===== src/segment_box_clip_top_assert.svh =====
// ----------------------------------------------------------------------------
// segment_box_clip_top assertion macros
// Shared property shorthands for the clipper's pipeline checks.
// ----------------------------------------------------------------------------
`ifndef SEGMENT_BOX_CLIP_TOP_ASSERT_SVH
`define SEGMENT_BOX_CLIP_TOP_ASSERT_SVH

// same-cycle implication, clocked on clk, disabled in reset
`define SBC_ASSERT_IMP(lbl, ante, cons) \
lbl: assert property (@(posedge clk) disable iff (!arst_n) (ante) |-> (cons)) \
	else $error("segment_box_clip_top: check failed");

// next-cycle implication, clocked on clk, disabled in reset
`define SBC_ASSERT_NXT(lbl, ante, cons) \
lbl: assert property (@(posedge clk) disable iff (!arst_n) (ante) |=> (cons)) \
	else $error("segment_box_clip_top: check failed");

`endif


===== src/sbc_pkg.sv =====
// ----------------------------------------------------------------------------
// sbc_pkg
// Types and fixed constants of the segment/box clipper.
// ----------------------------------------------------------------------------
`default_nettype none

package sbc_pkg;

	localparam int T_WIDTH   = 32;
	localparam int FRAC_BITS = 16;
	localparam int TOL_WIDTH = 16;
	localparam int QBITS     = T_WIDTH - 1;
	localparam int DIV_LAT   = QBITS + 2;
	localparam int MUL_LAT   = 2;
	localparam int CAP_SHIFT = 60;
	localparam int T_ONE     = 65536;

	typedef logic signed [T_WIDTH-1:0] t_t;
	typedef logic [TOL_WIDTH-1:0] tol_t;

	localparam t_t T_MAX = 32'sh7FFF_FFFF;
	localparam t_t T_MIN = 32'sh8000_0000;

endpackage

`default_nettype wire


===== src/sbc_qmul.sv =====
// ----------------------------------------------------------------------------
// sbc_qmul
// Two-stage signed Q16.16 product floor(v*t/2^16), magnitude capped at 2^60.
// ----------------------------------------------------------------------------
`default_nettype none

module sbc_qmul #(
	parameter int VW = 33
) (
	input  wire logic                 clk,
	input  wire logic                 en,
	input  wire logic signed [VW-1:0] v,
	input  wire sbc_pkg::t_t          t,
	output logic signed [VW+sbc_pkg::T_WIDTH-sbc_pkg::FRAC_BITS-1:0] p
);
	import sbc_pkg::*;

	localparam int PW = VW + T_WIDTH;
	localparam int MW = PW - FRAC_BITS;
	localparam int CW = (MW > CAP_SHIFT + 1) ? MW : CAP_SHIFT + 1;
	localparam logic [CW-1:0] CAP = CW'(1) << CAP_SHIFT;

	logic [VW-1:0]      a_mag;
	logic [T_WIDTH-1:0] b_mag;
	logic [PW-1:0]      prod_s1;
	logic               neg_s1;
	logic [MW-1:0]      m;
	logic [CW-1:0]      m_wide;
	logic [MW-1:0]      m_cap;

	always_comb begin
		a_mag = v[VW-1] ? (~v + 1'b1) : v;
		b_mag = t[T_WIDTH-1] ? (~t + 1'b1) : t;
	end

	always_ff @(posedge clk) begin
		if (en) begin
			prod_s1 <= PW'(a_mag) * PW'(b_mag);
			neg_s1  <= v[VW-1] ^ t[T_WIDTH-1];
		end
	end

	always_comb begin
		m      = MW'(prod_s1 >> FRAC_BITS)
		       + MW'(neg_s1 && (prod_s1[FRAC_BITS-1:0] != '0));
		m_wide = CW'(m);
		m_cap  = (m_wide > CAP) ? MW'(CAP) : m;
	end

	always_ff @(posedge clk) begin
		if (en) begin
			p <= neg_s1 ? -$signed(m_cap) : $signed(m_cap);
		end
	end

endmodule

`default_nettype wire


===== config.mk =====
export PLATFORM = sky130hd
export DESIGN_NAME = sbc_qmul
export DESIGN_NICKNAME = d
export VERILOG_FILES = /design/src/segment_box_clip_top_assert.svh /design/src/sbc_pkg.sv /design/src/sbc_qmul.sv
export SDC_FILE = /design/constraint.sdc
export NUM_CORES = 2
export LEC_CHECK = 0
export BUFFER_PORTS_ARGS = -buffer_cell sky130_fd_sc_hd__buf_2
export CAP_MARGIN = 20
export CELL_PAD_IN_SITES_DETAIL_PLACEMENT = 1
export CELL_PAD_IN_SITES_GLOBAL_PLACEMENT = 2
export CORE_MARGIN = 2
export CORE_UTILIZATION = 42
export CTS_CLUSTER_SIZE = 20
export DETAILED_ROUTE_END_ITERATION = 8
export PLACE_DENSITY = 0.85
export SLEW_MARGIN = 20
export SYNTH_ARGS = -nofsm -noshare
export SYNTH_HDL_FRONTEND = slang
export SYNTH_SLANG_ARGS = --single-unit

===== constraint.sdc =====
create_clock -name clk -period 15.05 [get_ports clk]
set_input_delay 1.505 -clock clk [delete_from_list [all_inputs] [get_ports clk]]
set_output_delay 1.505 -clock clk [all_outputs]
set_load 0.02 [all_outputs]

==> results.cfg <==
[run_status]
status = finished clean

[finish]
nets = 5868
areaGrowthSynthToFinish_pct = 8.61
drive_gt1_share_pct = 7.79

[global_routing]
antenna_found_initial = 6
gr-total-overflow = 0
grt_max_degree = 72
grt_pass1_wl_mm = 225
grtUsageTotal_pct = 30.6
grt_pass1_vias = 36400

[sta]
grt_setup_unrepaired = no
hold_viol = 0
fin_crit_sh_pct = 86.7
timing.final.setup_violations = 0
slew_violations = 0
timing.final.crit_period_ns = 13.04
fmax_mhz = 76.7
fin_skew_ns = 0.0142
fin_setup_tns_ns = 0
slew_headroom_pct = 24.4
max_slew.worst_pin.slew_ns = 1.13

[cts]
clock_latency_ns = 0.46
clkTransAtPathRegs_ns = 0.07
cts_made_buffers = 17
cts_tree = built
ctsLongestPathBuffers = 2
root_buffer = clkbuf_16
clock_sinks = 115
cts_resized = 0
holdBufCountCts = 0
htree_num_levels = 4
post_cts.repair.setup_buffers = 0

[route]
detail-route-antenna-nets = 0
via_per_inst = 5.56
totalWireLength_mm = 148
drtIter0Drc = 2290
vias = 32800
drc = 0
drt-wirelength-per-cell_um = 25.1
drt_pass1_iterations = 9

[setup_path]
worstSetupPathType = in -> reg
crit_path_max_fanout = 21
startpoint_type = primary input
cp_data_required_time_ns = 15.25
worstSetupEndpointType = flip-flop
crit_arrival_ns = 13.25

[synthesis]
synthArstFlopShare_pct = 0
synth_edf_count = 115
syn_avg_cell_area_sq_um = 8.92
syn-instance-count = 4562
yosys_warnings = 0
synthDistinctLibCells = 84
synth_nets = 5824
syn_area_sq_um = 40700
ys_ff_latch = 115
synth_ff_type = edfxtp_1
yosysSeqAreaShare_pct = 8.48

[placed_design]
numPortBuffers = 115
place_congestion = 0.923
hpwl_mm = 123

[floorplan]
ioPinCount = 116
die_h_um = 315
die_width_um = 315
initial_core_util_pct = 42.2
die_area_sq_um = 99400
coreArea_sq_um = 96400
rows = 114

[min_path]
hp-class = reg -> reg

[run]
cap_viol_max_count = 0
[area by class of cell]
| type | instances | area [sq um] |
|---|---|---|
| well taps | 1276 | 1600 |
| clock buffers | 17 | 425 |
| fillers | 11300 | 52200 |
| diodes | 8 | 20.0 |
| clock inverters | 15 | 184 |
| repair buffers | 239 | 1510 |
| inverters | 929 | 3490 |
| flip-flops and latches | 115 | 3450 |
| multi-input cells | 3304 | 33500 |
[sequential cells by signal (all words and copies together) (netlist names)]
register  cells
neg_s1        1
p            49
prod_s1      65
[logic make-up (layout without fill, tap and decap cells)]
family | after synthesis | in the layout | synth area share, %
compound gates | 337 | 337 | 5.48
fa+ha+maj | 1195 | 1195 | 53.8
xor+xnor | 284 | 284 | 6.11
other cells | 0 | 8 | 0
flops | 115 | 115 | 8.48
simple gates | 1482 | 1482 | 15.3
mux | 6 | 6 | 0.151
buf+inv | 1143 | 1200 | 10.7
[Yosys cell counts, types with 18 or more instances]
cell type    n  area share [%]
nand2_1    676             6.2
xor2_1     117             2.5
nand3_1     46            0.57
a21o_1      29            0.53
xnor2_1    167             3.6
nor2_1     557             5.1
and3_1      19            0.29
or3_1       18            0.28
o21ai_0     81             1.0
o31ai_1     28            0.52
edfxtp_1   115             8.5
ha_1       269             8.3
nand4_1     34            0.52
a21oi_1     81             1.0
fa_1       926              46
clkbuf_1   191             1.8
inv_1      928             8.6
nor3_1      31            0.38
[critical path: stages]
cell	delay [ns]
buf_2	0.32
inv_1	0.55
nand3_1	0.18
or4_1	0.49
or3_1	0.57
or3_1	0.55
o41ai_1	0.74
xor2_2	0.92
nor2_1	0.21
fa_1	0.60
inv_1	0.07
fa_1	0.48
fa_1	0.44
inv_1	0.11
fa_1	0.50
fa_1	0.54
fa_1	0.46
fa_1	0.50
ha_1	0.35
ha_1	0.51
and3_1	0.35
nand2_1	0.15
nor4_1	0.72
o211ai_1	0.54
nand4_1	0.28
a31oi_1	0.18
o31ai_1	0.27
xor2_1	0.12
[layout by cell type, fill, tap and decap left out, types with 19 or more instances in the layout]
cell and count:
fa_1 926, ha_1 269, nand3_1 46, nand4_1 34
inv_1 928, o21ai_0 81, a21o_1 29, edfxtp_1 115
buf_2 114, xnor2_2 21, nor3_1 31, o31ai_1 28
and3_1 19, nor2_1 557, nand2_1 676, buf_4 125
xnor2_1 135, xor2_1 95, a21oi_1 81
[worst paths after layout]
kind          startpoint           to  slack (ns)  cells past startpoint
max reg2reg       neg_s1        p[48]        9.20                     14
max                 t[0]  prod_s1[61]        2.01                     28
min          prod_s1[16]         p[0]        0.64                      1
min reg2reg  prod_s1[16]         p[0]        0.64                      1
[metal layers]
metal	share of wire (%)	GRT usage, %	vias up
li1	-	-	13900
met1	39	38.5	17400
met2	49	51.9	1240
met3	6.6	4.22	362
met4	5.6	15.0	0
met5	0	0	-
[metrics by stage]
step	hold slack, ns	area (sq um)	utilization [%]	setup WS [ns]	std cells
after global placement	0.637	43600	45.2	1.68	5863
after CTS	0.655	44200	45.8	2.39	5895
after floorplan	0.563	40700	-	3.94	4562
after detailed placement	0.643	43600	45.2	1.93	5863
after global routing	0.693	44200	45.8	1.74	5902
final	0.640	44200	45.9	2.01	5903
Power is left out: the tool's default activity adds up to more than one toggle a clock period on the data nets, which glitch-free logic cannot reach.
