$ cat config.mk
export PLATFORM = sky130hd
export DESIGN_NAME = sbc_div
export DESIGN_NICKNAME = d
export VERILOG_FILES = /design/src/segment_box_clip_top_assert.svh /design/src/sbc_pkg.sv /design/src/sbc_div.sv
export SDC_FILE = /design/constraint.sdc
export NUM_CORES = 2
export LEC_CHECK = 0
export ABC_CLOCK_PERIOD_IN_PS = 5900
export BUFFER_PORTS_ARGS = -buffer_cell sky130_fd_sc_hd__buf_2
export CAP_MARGIN = 0
export CORE_MARGIN = 2
export CORE_UTILIZATION = 30
export CTS_CLUSTER_SIZE = 16
export DETAILED_ROUTE_END_ITERATION = 12
export PLACE_DENSITY = 0.53
export SLEW_MARGIN = 40
export SYNTH_ARGS = -nofsm -noshare
export SYNTH_HDL_FRONTEND = slang
export SYNTH_SLANG_ARGS = --single-unit
$ cat constraint.sdc
create_clock -name clk -period 5.9 [get_ports clk]
set_input_delay 0.885 -clock clk [delete_from_list [all_inputs] [get_ports clk]]
set_output_delay 0.885 -clock clk [all_outputs]
set_load 0.01 [all_outputs]
$ cat src/segment_box_clip_top_assert.svh
// ----------------------------------------------------------------------------
// segment_box_clip_top assertion macros
// Shared property shorthands for the clipper's pipeline checks.
// ----------------------------------------------------------------------------
`ifndef SEGMENT_BOX_CLIP_TOP_ASSERT_SVH
`define SEGMENT_BOX_CLIP_TOP_ASSERT_SVH

// same-cycle implication, clocked on clk, disabled in reset
`define SBC_ASSERT_IMP(lbl, ante, cons) \
lbl: assert property (@(posedge clk) disable iff (!arst_n) (ante) |-> (cons)) \
	else $error("segment_box_clip_top: check failed");

// next-cycle implication, clocked on clk, disabled in reset
`define SBC_ASSERT_NXT(lbl, ante, cons) \
lbl: assert property (@(posedge clk) disable iff (!arst_n) (ante) |=> (cons)) \
	else $error("segment_box_clip_top: check failed");

`endif

$ cat src/sbc_pkg.sv
// ----------------------------------------------------------------------------
// sbc_pkg
// Types and fixed constants of the segment/box clipper.
// ----------------------------------------------------------------------------
`default_nettype none

package sbc_pkg;

	localparam int T_WIDTH   = 32;
	localparam int FRAC_BITS = 16;
	localparam int TOL_WIDTH = 16;
	localparam int QBITS     = T_WIDTH - 1;
	localparam int DIV_LAT   = QBITS + 2;
	localparam int MUL_LAT   = 2;
	localparam int CAP_SHIFT = 60;
	localparam int T_ONE     = 65536;

	typedef logic signed [T_WIDTH-1:0] t_t;
	typedef logic [TOL_WIDTH-1:0] tol_t;

	localparam t_t T_MAX = 32'sh7FFF_FFFF;
	localparam t_t T_MIN = 32'sh8000_0000;

endpackage

`default_nettype wire

$ cat src/sbc_div.sv
// ----------------------------------------------------------------------------
// sbc_div
// Pipelined restoring divider: Q16.16 quotient of num/den, one quotient
// bit per stage, truncated toward zero and saturated to 32 bits.
// ----------------------------------------------------------------------------
`default_nettype none

module sbc_div #(
	parameter int NW = 34,
	parameter int DW = 33
) (
	input  wire logic                 clk,
	input  wire logic                 en,
	input  wire logic signed [NW-1:0] num,
	input  wire logic signed [DW-1:0] den,
	output sbc_pkg::t_t               t
);
	import sbc_pkg::*;

	localparam int CW = (NW > DW + FRAC_BITS - 1) ? NW : DW + FRAC_BITS - 1;

	logic [NW-1:0]    n_mag;
	logic [DW-1:0]    d_mag;
	logic             neg;
	logic             ovf;

	logic [DW-1:0]    r_s   [QBITS];
	logic [QBITS-1:0] b_s   [QBITS];
	logic [DW-1:0]    d_s   [QBITS+1];
	logic [QBITS-1:0] q_s   [QBITS+1];
	logic             neg_s [QBITS+1];
	logic             ovf_s [QBITS+1];

	t_t               q_fin;

	always_comb begin
		n_mag = num[NW-1] ? (~num + 1'b1) : num;
		d_mag = den[DW-1] ? (~den + 1'b1) : den;
		neg   = num[NW-1] ^ den[DW-1];
		ovf   = CW'(n_mag) >= (CW'(d_mag) << (FRAC_BITS - 1));
	end

	always_ff @(posedge clk) begin
		if (en) begin
			r_s[0]   <= DW'(n_mag >> (FRAC_BITS - 1));
			b_s[0]   <= {n_mag[QBITS-FRAC_BITS-1:0], {FRAC_BITS{1'b0}}};
			d_s[0]   <= d_mag;
			q_s[0]   <= '0;
			neg_s[0] <= neg;
			ovf_s[0] <= ovf;
		end
	end

	for (genvar k = 0; k < QBITS; k++) begin : g_step
		logic [DW:0] trial;
		logic        ge;

		assign trial = {r_s[k], b_s[k][QBITS-1]};
		assign ge    = trial >= {1'b0, d_s[k]};

		always_ff @(posedge clk) begin
			if (en) begin
				d_s[k+1]   <= d_s[k];
				q_s[k+1]   <= {q_s[k][QBITS-2:0], ge};
				neg_s[k+1] <= neg_s[k];
				ovf_s[k+1] <= ovf_s[k];
			end
		end

		if (k < QBITS - 1) begin : g_rem
			always_ff @(posedge clk) begin
				if (en) begin
					r_s[k+1] <= ge ? DW'(trial - {1'b0, d_s[k]}) : DW'(trial);
					b_s[k+1] <= b_s[k] << 1;
				end
			end
		end
	end

	assign q_fin = t_t'({1'b0, q_s[QBITS]});

	always_ff @(posedge clk) begin
		if (en) begin
			if (ovf_s[QBITS]) begin
				t <= neg_s[QBITS] ? T_MIN : T_MAX;
			end else begin
				t <= neg_s[QBITS] ? -q_fin : q_fin;
			end
		end
	end

endmodule

`default_nettype wire

==> metrics.txt <==
synthesized instance count 12546; NumNets Final 13965; most frequent cells in the layout edfxtp_1 (2744), inv_1 (1290), ha_1 (1031); CTS tree done; Yosys warning total 0; CP Data Required Time 6.68 ns; PwrDens 521.0 nW/um^2; Critical Path AT 5.81 ns; vias in the first global route 95119; largest net degree at the start of global routing 148; Root Buffer clkbuf_16; slowest stage delay, CP 0.57 ns; initial antenna violation count 10; Buffers on Ports 100; final critical-path share of the clock period 0.8529; Adder-Cell Fraction of Synth Area 0.09129; CTS max path bufs 4; layout cells sized above 1 0.09470; Die Y 706.1 um; CTS clk-pin slew, worst paths 0.06 ns; leakage 66.30 nW; Syn-to-layout area delta 12.95%; Mapped Area 147900 um^2; Peak VDD IR 0.0002380 V; sequential share of the synthesized area 0.5572; routability cong. 0.8643; Worst-Margin Slew 0.8861 ns; Post-synth EDFFs 2744; CP bufs+invs 2; complex-gate fraction of the synthesized area 0.1357; first-pass GRT wire length 509900 um; commonest non-fill, non-tap cell in the layout edfxtp_1; post-CTS setup buffers 0; slowest CP cell or4_1; crit path time final 5.032 ns; vias per cell 4.772; mean area per synthesized cell 11.79 um^2; drt wl/cell 16.54 um; clock skew 0.05139 ns; largest area contributor in the netlist edfxtp_1; Clk Latency, worst-skew pair 0.93 ns; Register Area 82400 um^2; number of remaining DRC errors 0; TritonRoute pass-1 iters 5; DR vias 93310; Crit Path Class in -> reg; total chip power 87.03 mW; Max Clock Freq 198.7 MHz; largest family of logic cells by synthesized area compound AO/OA/AOI/OAI gates; Detailed Route WL 323500 um; Max-Cap Viols 0; max-slew violation count 0; Synth Area in XOR/XNOR 0.05277; ys async rst share 0; status complete, no violations; Final Hold Viols 0; Crit. End Element flop; CTS sink count 2744; FILL cells 48335; Ports 101; Yosys cell types 89; Yosys top cell area share 0.5572; Total GRT Usage 0.1265; worst setup margin 0.8678 ns; HPWL Detailed 246100 um; Critical Path, Cell by Cell buf_2, or4_1, nor4_1, buf_4, nand2b_1, or2_2, nor3_1, nand2_1, nor2_1, nand2_1, o41ai_1, xnor2_1, ha_1, nand3_1, nor3_1, nand4b_1, nor3_1, nand3_1, or4_1, o21ai_0, o211ai_1, nor2_1; hold_buf cts 0; H-tree levels 5; hold crit path type in -> reg; final setup fails 0; CTS buffer count 307; Starting Density 0.3016; Crit Path Max Fanout 4; grt ovf 0; Setup Slack @ Placement 0.03568 ns; Setup TNS 0 ns; Resized Gates After CTS 0; initial drt markers 4856; mux cell area share after synthesis 0.03794; Post-Synth Simple-Gate Area 0.08581; delay-heaviest family, CP simple AND/OR/NAND/NOR gates; synth top area cells edfxtp_1 (56%), ha_1 (8.7%), mux2_2 (3.6%), a21oi_1 (3.3%), xnor2_1 (3.3%); Worst setup SP type primary input; Die Width 706.1 um; synthesized flop and latch total 2744; syn_nets 13676; Most used DFF post-synth edfxtp_1; DRT antenna net count 0; FP Rows 257; die footprint 498600 um^2; footprint of the multi-input gates 60050 um^2; Slew headroom 0.4038; core area 490400 um^2; Crit path top cell by count nor3_1; RSZ-0062 raised after global routing no
-- kinds of logic (layout without fill, tap and decap cells) --
group | after synthesis | count (layout)
buf+inv | 1545 | 2072
xor+xnor | 891 | 891
other cells | 0 | 5
flops | 2744 | 2744
fa+ha+maj | 1061 | 1061
simple gates | 2618 | 2618
mux | 502 | 502
compound gates | 3185 | 3185
-- worst reg2reg max path: stages, from the launching register on --
cell and delay, ns:
edfxtp_1 0.42, ha_1 0.38, nor2b_1 0.15, o21ai_0 0.21, a21boi_0 0.22, o31ai_1 0.69
a2111oi_0 0.26, buf_4 0.22, o21ai_0 0.27, o22ai_1 0.15, buf_4 0.17, o31ai_1 0.25
nand3b_1 0.16, a211oi_4 0.24, buf_4 0.46, mux2_2 0.45
-- through the flow --
step,cells,util,hold slack (ns),instance area (um^2)
CTS,19546,0.3404,0.1012,166900
detailed placement,18999,0.3205,0.4045,157200
finish,19553,0.3406,0.2133,167000
global placement,18997,0.3203,0.4006,157100
floorplan,12546,-,0.4003,147900
global route,19553,0.3406,0.1329,167000
-- final timing paths --
path / startpoint / to / slack [ns] / cells past startpoint
worst max register to register: r_s[6][1] / r_s[7][15] / 0.93 / 15
worst min-delay path: num[0] / b_s[0][15] / 0.21 / 1
worst min register to register: q_s[28][12] / q_s[29][13] / 0.39 / 0
worst max-delay path: num[13] / ovf_s[0][0] / 0.87 / 22
-- power by group --
group / internal, mW / total (mW) / switching, mW
clock network: 10.9 / 18.8 / 7.87
registers: 28.3 / 30.7 / 2.41
logic: 16.8 / 37.6 / 20.8
total: 56.0 / 87.0 / 31.1
-- cells in the mapped netlist (52+ instances only) --
cell,number
a211oi_1,69
a21o_1,540
a21oi_1,975
a31oi_1,96
and3_1,69
clkbuf_1,224
edfxtp_1,2744
ha_1,1031
inv_1,1290
mux2_2,468
nand2_1,741
nand2b_1,168
nand3_1,186
nand4_1,151
nor2_1,675
nor2b_1,172
nor3_1,147
o21a_1,129
o21ai_0,733
o21bai_1,137
o31ai_1,82
or3_1,52
xnor2_1,553
xor2_1,338
-- sequential cells by signal, summed over array words and instances, names as in the netlist --
register,count
q_s,496
ovf_s,32
d_s,1023
b_s,120
t,32
r_s,1009
neg_s,32
-- area by class of cell --
type / count / share of cell area
multi-input cells: 8257 / 0.3595
flip-flops and latches: 2744 / 0.4933
well taps: 6475 / 0.04850
inverters: 1290 / 0.02899
repair buffers: 235 / 0.01124
clock buffers: 387 / 0.04906
diodes: 5 / 0.00007491
clock inverters: 160 / 0.009311
-- routing by layer --
metal  global-route usage  vias to the layer above  wire length (um)
li1                     -                    46791                 -
met1               0.1272                    44374            120200
met2               0.2490                     1400            174300
met3              0.01442                      741              8737
met4              0.07186                        4             20200
met5                    0                        -                21
Note: power is estimated with default switching activity, not from simulation.
